==> config.mk <==
export PLATFORM = sky130hd
export DESIGN_NAME = time_window_coincidence_pairer
export DESIGN_NICKNAME = d
export VERILOG_FILES = /design/src/rtl/twcp_pkg.sv /design/src/rtl/twcp_window_store.sv /design/src/rtl/time_window_coincidence_pairer.sv
export SDC_FILE = /design/constraint.sdc
export NUM_CORES = 2
export LEC_CHECK = 0
export ABC_AREA = 1
export BUFFER_PORTS_ARGS = -buffer_cell sky130_fd_sc_hd__buf_2
export CAP_MARGIN = 30
export CORE_ASPECT_RATIO = 0.7
export CORE_MARGIN = 8
export CORE_UTILIZATION = 38
export CTS_BUF_LIST = sky130_fd_sc_hd__clkbuf_8
export DETAILED_ROUTE_END_ITERATION = 10
export PLACE_DENSITY_LB_ADDON = 0.12
export SYNTH_ARGS = -nofsm -noshare
export SYNTH_HDL_FRONTEND = slang
export SYNTH_SLANG_ARGS = --single-unit
==> constraint.sdc <==
create_clock -name clk -period 15.9 [get_ports clk]
set_input_delay 3.18 -clock clk [delete_from_list [all_inputs] [get_ports clk]]
set_output_delay 3.18 -clock clk [all_outputs]
set_load 0.05 [all_outputs]
==> src/rtl/twcp_pkg.sv <==
// Shared types and constants of the coincidence pairer
`timescale 1ns / 1ps

package twcp_pkg;

    localparam int PHOTON_TIME_W = 48;
    localparam int REGION_W      = 3;
    localparam int TAG_W         = 16;
    localparam int WINDOW_W      = 20;
    localparam int PAIRS_W       = 64;
    localparam int CFG_INDEX_W   = 4;
    localparam int CFG_DATA_W    = 64;

    localparam logic [CFG_INDEX_W-1:0] CFG_COINCIDENCE_WINDOW   = CFG_INDEX_W'(0);
    localparam logic [CFG_INDEX_W-1:0] CFG_ALLOWED_REGION_PAIRS = CFG_INDEX_W'(1);

    typedef struct packed {
        logic [PHOTON_TIME_W-1:0] first_time;
        logic [REGION_W-1:0]      first_region;
        logic [TAG_W-1:0]         first_tag;
        logic [PHOTON_TIME_W-1:0] second_time;
        logic [REGION_W-1:0]      second_region;
        logic [TAG_W-1:0]         second_tag;
        logic                     last_pair;
    } pair_t;

    typedef enum logic [2:0] {
        ST_IDLE,
        ST_EXPIRE,
        ST_SCAN,
        ST_FLUSH,
        ST_STORE
    } twcp_state_t;

endpackage

==> src/rtl/twcp_window_store.sv <==
// Circular photon store: one write port, one registered read port
`timescale 1ns / 1ps

module twcp_window_store #(
    parameter int DEPTH     = 16,
    parameter int TIME_BITS = 48,
    localparam int IDX_W    = $clog2(DEPTH)
) (
    input  logic                          clk,
    input  logic                          wr_en,
    input  logic [IDX_W-1:0]              wr_addr,
    input  logic [TIME_BITS-1:0]          wr_time,
    input  logic [twcp_pkg::REGION_W-1:0] wr_region,
    input  logic [twcp_pkg::TAG_W-1:0]    wr_tag,
    input  logic [IDX_W-1:0]              rd_addr,
    output logic [TIME_BITS-1:0]          rd_time,
    output logic [twcp_pkg::REGION_W-1:0] rd_region,
    output logic [twcp_pkg::TAG_W-1:0]    rd_tag
);
    import twcp_pkg::*;

    logic [TIME_BITS-1:0] time_mem   [DEPTH];
    logic [REGION_W-1:0]  region_mem [DEPTH];
    logic [TAG_W-1:0]     tag_mem    [DEPTH];

    always_ff @(posedge clk)
    begin
        if (wr_en)
        begin
            time_mem[wr_addr]   <= wr_time;
            region_mem[wr_addr] <= wr_region;
            tag_mem[wr_addr]    <= wr_tag;
        end
    end

    always_ff @(posedge clk)
    begin
        rd_time   <= time_mem[rd_addr];
        rd_region <= region_mem[rd_addr];
        rd_tag    <= tag_mem[rd_addr];
    end

endmodule

==> src/rtl/time_window_coincidence_pairer.sv <==
// Top level of the time-window coincidence pairer
// Per word: accept it, drop each expired entry from the oldest end, scan each remaining
// entry against the new word, flush the held pair and store the word; an empty store
// skips straight to the store step. The pair output can hold back the scan and flush.
// A single time comparator and a single store read port serve every step.
// Reset clears fill, head and sequencer, zeroes the window and allows all region pairs; store contents stay undefined.
`timescale 1ns / 1ps

module time_window_coincidence_pairer #(
    parameter int WINDOW_DEPTH = 16,
    parameter int REGION_COUNT = 8,
    parameter int TIME_BITS    = 48
) (
    input  logic                               clk,
    input  logic                               rst_n,
    input  logic                               cfg_write,
    input  logic [twcp_pkg::CFG_INDEX_W-1:0]   cfg_index,
    input  logic [twcp_pkg::CFG_DATA_W-1:0]    cfg_data,
    input  logic                               photon_valid,
    output logic                               photon_ready,
    input  logic [twcp_pkg::PHOTON_TIME_W-1:0] photon_time,
    input  logic [twcp_pkg::REGION_W-1:0]      photon_region,
    input  logic [twcp_pkg::TAG_W-1:0]         photon_tag,
    output logic                               pair_valid,
    input  logic                               pair_ready,
    output logic [twcp_pkg::PHOTON_TIME_W-1:0] first_time,
    output logic [twcp_pkg::REGION_W-1:0]      first_region,
    output logic [twcp_pkg::TAG_W-1:0]         first_tag,
    output logic [twcp_pkg::PHOTON_TIME_W-1:0] second_time,
    output logic [twcp_pkg::REGION_W-1:0]      second_region,
    output logic [twcp_pkg::TAG_W-1:0]         second_tag,
    output logic                               last_pair
);
    import twcp_pkg::*;

    localparam int IDX_W  = $clog2(WINDOW_DEPTH);
    localparam int FILL_W = $clog2(WINDOW_DEPTH + 1);
    localparam int CMP_W  = (TIME_BITS > WINDOW_W) ? TIME_BITS : WINDOW_W;
    localparam logic [IDX_W-1:0]    LAST_IDX  = IDX_W'(WINDOW_DEPTH - 1);
    localparam logic [IDX_W:0]      DEPTH_SUM = (IDX_W + 1)'(WINDOW_DEPTH);
    localparam logic [FILL_W-1:0]   FULL_FILL = FILL_W'(WINDOW_DEPTH);
    localparam logic [REGION_W:0]   REG_LIMIT = (REGION_W + 1)'(REGION_COUNT);

    twcp_state_t           state_reg, state_next;
    logic [FILL_W-1:0]     fill_reg, fill_next;
    logic [IDX_W-1:0]      head_reg, head_next;
    logic [IDX_W-1:0]      ptr_reg, ptr_next;
    logic [FILL_W-1:0]     cnt_reg, cnt_next;
    logic                  pend_valid_reg, pend_valid_next;
    logic                  out_valid_reg, out_valid_next;
    pair_t                 pend_reg, pend_next;
    pair_t                 out_reg, out_next;
    logic [WINDOW_W-1:0]   win_reg, win_next;
    logic [PAIRS_W-1:0]    pairs_reg, pairs_next;
    logic [TIME_BITS-1:0]  t_reg;
    logic [REGION_W-1:0]   r_reg;
    logic [TAG_W-1:0]      g_reg;

    logic                  load_in;
    logic                  wr_en;
    logic [IDX_W-1:0]      wr_addr;
    logic [IDX_W-1:0]      rd_addr;
    logic [TIME_BITS-1:0]  rd_time;
    logic [REGION_W-1:0]   rd_region;
    logic [TAG_W-1:0]      rd_tag;

    logic [TIME_BITS:0]    diff_fwd;
    logic [TIME_BITS-1:0]  diff_bwd;
    logic [TIME_BITS-1:0]  diff_mag;
    logic                  time_ge;
    logic                  time_over;
    logic                  expire;
    logic                  region_ok;
    logic                  match;
    logic                  out_free;
    logic                  full;
    logic [IDX_W:0]        tail_sum;
    logic [IDX_W-1:0]      tail_idx;
    logic [IDX_W-1:0]      head_inc;
    logic [IDX_W-1:0]      ptr_inc;
    pair_t                 new_pair;

    twcp_window_store #(
        .DEPTH     (WINDOW_DEPTH),
        .TIME_BITS (TIME_BITS)
    ) u_store (
        .clk       (clk),
        .wr_en     (wr_en),
        .wr_addr   (wr_addr),
        .wr_time   (t_reg),
        .wr_region (r_reg),
        .wr_tag    (g_reg),
        .rd_addr   (rd_addr),
        .rd_time   (rd_time),
        .rd_region (rd_region),
        .rd_tag    (rd_tag)
    );

    // shared time comparator
    assign diff_fwd  = {1'b0, t_reg} - {1'b0, rd_time};
    assign diff_bwd  = rd_time - t_reg;
    assign time_ge   = ~diff_fwd[TIME_BITS];
    assign diff_mag  = time_ge ? diff_fwd[TIME_BITS-1:0] : diff_bwd;
    assign time_over = CMP_W'(diff_mag) > CMP_W'(win_reg);
    assign expire    = time_ge && time_over;

    assign region_ok = ({1'b0, rd_region} < REG_LIMIT) && ({1'b0, r_reg} < REG_LIMIT);
    assign match     = !time_over && region_ok && pairs_reg[{rd_region, r_reg}];
    assign out_free  = !out_valid_reg || pair_ready;

    assign full      = (fill_reg == FULL_FILL);
    assign tail_sum  = {1'b0, head_reg} + {1'b0, fill_reg[IDX_W-1:0]};
    assign tail_idx  = (tail_sum >= DEPTH_SUM) ? IDX_W'(tail_sum - DEPTH_SUM)
                                               : tail_sum[IDX_W-1:0];
    assign wr_addr   = full ? head_reg : tail_idx;
    assign head_inc  = (head_reg == LAST_IDX) ? '0 : head_reg + IDX_W'(1);
    assign ptr_inc   = (ptr_reg == LAST_IDX) ? '0 : ptr_reg + IDX_W'(1);

    always_comb
    begin
        if (r_reg >= rd_region)
        begin
            new_pair.first_time    = PHOTON_TIME_W'(t_reg);
            new_pair.first_region  = r_reg;
            new_pair.first_tag     = g_reg;
            new_pair.second_time   = PHOTON_TIME_W'(rd_time);
            new_pair.second_region = rd_region;
            new_pair.second_tag    = rd_tag;
        end
        else
        begin
            new_pair.first_time    = PHOTON_TIME_W'(rd_time);
            new_pair.first_region  = rd_region;
            new_pair.first_tag     = rd_tag;
            new_pair.second_time   = PHOTON_TIME_W'(t_reg);
            new_pair.second_region = r_reg;
            new_pair.second_tag    = g_reg;
        end
        new_pair.last_pair = 1'b0;
    end

    always_comb
    begin
        win_next   = win_reg;
        pairs_next = pairs_reg;
        if (cfg_write)
        begin
            priority case (cfg_index)
                CFG_COINCIDENCE_WINDOW:   win_next   = cfg_data[WINDOW_W-1:0];
                CFG_ALLOWED_REGION_PAIRS: pairs_next = cfg_data[PAIRS_W-1:0];
                default:                  win_next   = win_reg;
            endcase
        end
    end

    always_comb
    begin
        state_next      = state_reg;
        fill_next       = fill_reg;
        head_next       = head_reg;
        ptr_next        = ptr_reg;
        cnt_next        = cnt_reg;
        pend_valid_next = pend_valid_reg;
        pend_next       = pend_reg;
        out_valid_next  = out_valid_reg && !pair_ready;
        out_next        = out_reg;
        rd_addr         = ptr_reg;
        wr_en           = 1'b0;
        load_in         = 1'b0;
        photon_ready    = 1'b0;
        unique case (state_reg)
            ST_IDLE:
            begin
                photon_ready = 1'b1;
                rd_addr      = head_reg;
                if (photon_valid)
                begin
                    load_in    = 1'b1;
                    state_next = (fill_reg != '0) ? ST_EXPIRE : ST_STORE;
                end
            end
            ST_EXPIRE:
            begin
                rd_addr = head_reg;
                if (expire)
                begin
                    // drop the oldest word
                    head_next = head_inc;
                    fill_next = fill_reg - FILL_W'(1);
                    rd_addr   = head_inc;
                    if (fill_reg == FILL_W'(1))
                    begin
                        state_next = ST_FLUSH;
                    end
                end
                else
                begin
                    ptr_next   = head_reg;
                    cnt_next   = '0;
                    state_next = ST_SCAN;
                end
            end
            ST_SCAN:
            begin
                rd_addr = ptr_reg;
                if (!(match && pend_valid_reg && !out_free))
                begin
                    if (match)
                    begin
                        if (pend_valid_reg)
                        begin
                            out_next       = pend_reg;
                            out_valid_next = 1'b1;
                        end
                        pend_next       = new_pair;
                        pend_valid_next = 1'b1;
                    end
                    ptr_next = ptr_inc;
                    rd_addr  = ptr_inc;
                    cnt_next = cnt_reg + FILL_W'(1);
                    if (cnt_reg + FILL_W'(1) == fill_reg)
                    begin
                        state_next = ST_FLUSH;
                    end
                end
            end
            ST_FLUSH:
            begin
                if (pend_valid_reg)
                begin
                    if (out_free)
                    begin
                        out_next           = pend_reg;
                        out_next.last_pair = 1'b1;
                        out_valid_next     = 1'b1;
                        pend_valid_next    = 1'b0;
                        state_next         = ST_STORE;
                    end
                end
                else
                begin
                    state_next = ST_STORE;
                end
            end
            ST_STORE:
            begin
                wr_en = 1'b1;
                if (full)
                begin
                    head_next = head_inc;
                end
                else
                begin
                    fill_next = fill_reg + FILL_W'(1);
                end
                state_next = ST_IDLE;
            end
            default:
            begin
                state_next = ST_IDLE;
            end
        endcase
    end

    always_ff @(posedge clk or negedge rst_n)
    begin
        if (!rst_n)
        begin
            state_reg      <= ST_IDLE;
            fill_reg       <= '0;
            head_reg       <= '0;
            ptr_reg        <= '0;
            cnt_reg        <= '0;
            pend_valid_reg <= 1'b0;
            out_valid_reg  <= 1'b0;
            win_reg        <= '0;
            pairs_reg      <= '1;
        end
        else
        begin
            state_reg      <= state_next;
            fill_reg       <= fill_next;
            head_reg       <= head_next;
            ptr_reg        <= ptr_next;
            cnt_reg        <= cnt_next;
            pend_valid_reg <= pend_valid_next;
            out_valid_reg  <= out_valid_next;
            win_reg        <= win_next;
            pairs_reg      <= pairs_next;
        end
    end

    always_ff @(posedge clk)
    begin
        pend_reg <= pend_next;
        out_reg  <= out_next;
        if (load_in)
        begin
            t_reg <= TIME_BITS'(photon_time);
            r_reg <= photon_region;
            g_reg <= photon_tag;
        end
    end

    assign pair_valid    = out_valid_reg;
    assign first_time    = out_reg.first_time;
    assign first_region  = out_reg.first_region;
    assign first_tag     = out_reg.first_tag;
    assign second_time   = out_reg.second_time;
    assign second_region = out_reg.second_region;
    assign second_tag    = out_reg.second_tag;
    assign last_pair     = out_reg.last_pair;

endmodule

==> metrics <==
outcome finished, violations left; failing checks slew limit; per-cell routed wire length 23.2 um; # DRC 0; Starting Density 38.3%; fin crit share between 60% and 70%; Slew Limit Fails 27; Layout Nets between 8000 and 9000; cts hold-fix bufs 0; Startpoint Class register; share of the yosys chip area belonging to registers 62.7%; Cell Area, Synth 74000 um^2; CP Capture Type register; CTS Buffer Depth 4; CORE AREA between 150000 and 200000 um^2; PortBufs 276; gpl congestion 1.03; layout cells sized above 1 11.2%; first drt pass iteration count 6; register bit count reported by yosys between 1500 and 2000; Crit-path slowest cell buf_4; final setup vio count 0; Die Span X around 540 um; number of synthesized flops with an enable pin 1408; Reg2Reg Setup Slack 5.66 ns; die height 385 um; fmax 0.0977 GHz; vias per cell 5.05; Area Growth Syn to Fin 12.3%; CTS resizes 0; HPWL Detailed 148000 um; max FFs per register about 770; Crit path top cell by count nand2_1; Root Buffer clkbuf_8; dominant synthesized flop cell edfxtp_1; cts bufs inserted 271; vias in the first global route about 51000; Max H-tree Level 5; total track usage 22.9%; Vias 53800; final WL about 250000 um; aggregate global routing overflow 0; CP required about 17 ns; initial antenna violation count 7; Hold Crit Class register to register; CP max FO 205; final hold violations 0; Post-DRT Antenna Nets 0; CTS Sinks roughly 1600; io pins between 200 and 300; Setup Crit Path Kind register to register; Post-CTS Setup Repair Bufs 0; Max Clock Skew 0.0849 ns; first-pass GRT wire length 357000 um; count of different cell masters after synthesis 59; Async S/R FF share, synth slightly below 7%; TNS Setup 0 ns; RSZ-0062 raised after global routing false; pre-CTS setup slack 6.08 ns; max-cap violations 0; CP arrival 11.03 ns; drt initial violations 5943; Worst Tran Pin Value around 1.5 ns; Yosys warnings 0; die area 209000 um^2; CTS clock-pin slew for the worst setup and hold paths 0.06 ns; CP bufs+invs 6; Synth Instances 7539; CP top delay family simple AND/OR/NAND/NOR gates; fin worst setup slack about 5.7 ns; minimum clock period 10.24 ns; syn nets 7809; Core Rows 135; CTS tree yes; fillers around 19000; Max stage delay on crit path roughly 0.85 ns; largest net degree at the start of global routing 206; worst skew pair latency ~0.94 ns; Max-slew headroom -2.21%; Syn Area/Cell 9.81 um^2; worst hold margin 0.415 ns
logic make-up after synthesis:
group | after synthesis | synth area share, %
mux | 46 | 0.698
xor+xnor | 32 | 0.379
flops | 1582 | 62.7
simple gates | 3746 | 22.2
buf+inv | 1590 | 8.73
fa+ha+maj | 130 | 2.23
compound gates | 413 | 3.06
through the flow:
stage,instance area [um^2],cells,util [%]
after floorplan,74000,7539,-
after global placement,77800,10200,40.2
after detailed placement,77900,10200,40.3
after CTS,83100,10600,43.0
after global routing,83100,10700,43.0
final,83100,10700,43.0
path summary, 6_finish.rpt:
| path | startpoint | endpoint | cells after the start |
|---|---|---|---|
| max in group asynchronous | rst_n | ptr_reg[0]$_DFFE_PN0P_ | 2 |
| min in group asynchronous | rst_n | win_reg[13]$_DFFE_PN0P_ | 1 |
| setup reg to reg | t_reg[0]$_DFFE_PP_ | u_store.rd_time[7]$_DFF_P_ | 39 |
| setup / recovery | t_reg[0]$_DFFE_PP_ | u_store.rd_time[7]$_DFF_P_ | 39 |
| hold / removal | pend_reg[28]$_DFFE_PP_ | second_time[8]$_DFFE_PP_ | 0 |
| hold reg to reg | pend_reg[28]$_DFFE_PP_ | second_time[8]$_DFFE_PP_ | 0 |
cells in the final DEF (no fill, tap or decap), types with 6 or more instances in the layout:
master,synthesis,routed
edfxtp_1,1408,1408
o21bai_1,10,10
clkbuf_8,0,307
nor2_4,5,24
dfxtp_1,67,67
dfstp_2,64,64
nand4_1,22,22
mux2_2,45,45
inv_6,0,8
nor3_1,9,9
xnor2_1,14,14
clkinv_2,0,24
buf_12,0,9
nand3_1,1337,1336
nor2_2,11,11
xor2_1,18,18
clkinv_1,6,44
buf_2,154,275
buf_4,38,82
ha_1,127,127
nand3b_1,122,122
a221oi_1,9,9
dfrtp_1,43,43
nor2_1,200,181
nand2_2,13,12
bufinv_16,0,6
o21ai_0,213,213
a21oi_1,132,131
nand2_1,2012,2011
inv_2,9,9
a32o_1,8,8
inv_1,1228,1324
o211ai_1,12,12
cells in the mapped netlist, types with 67 or more instances:
master       n  share of area (%)
edfxtp_1  1408                 57
clkbuf_1   114               0.58
dfxtp_1     67                1.8
nand3_1   1337                9.0
o21ai_0    213                1.4
a21oi_1    132               0.89
buf_2      154                1.0
nand2_1   2012                 10
inv_1     1228                6.2
ha_1       127                2.1
nand3b_1   122                1.2
nor2_1     200                1.0
final cells by class:
cell class	instances	area [um^2]	area share, %
flip-flops and latches	1582	46400	55.8
multi-input cells	4367	21400	25.7
inverters	1244	4680	5.63
clock buffers	307	4230	5.08
well taps	2603	3260	3.92
repair buffers	370	2280	2.75
clock inverters	177	912	1.10
diodes	2	5.00	0.00602
per-layer routing:
layer / vias to the layer above / share of wire, % / track usage, %
li1: 25500 / - / -
met1: 26100 / 48 / 34.8
met2: 1918 / 43 / 33.9
met3: 312 / 7.1 / 3.99
met4: 2 / 2.1 / 5.26
met5: - / 0.0053 / 0
worst register-to-register path, delay by kind of cell (launching register included):
kind | cells | cell delay [ns]
and+or+nand+nor | 25 | 3.43
adders and majority gates | 3 | 0.96
AOI/OAI and AO/OA | 4 | 1.13
xor gates and xnor gates | 1 | 0.20
buffers and inverters | 6 | 3.71
DFF | 1 | 0.68
Power is not shown: default switching activity piles up to over one toggle a cycle in this logic, so the estimate is an artifact.
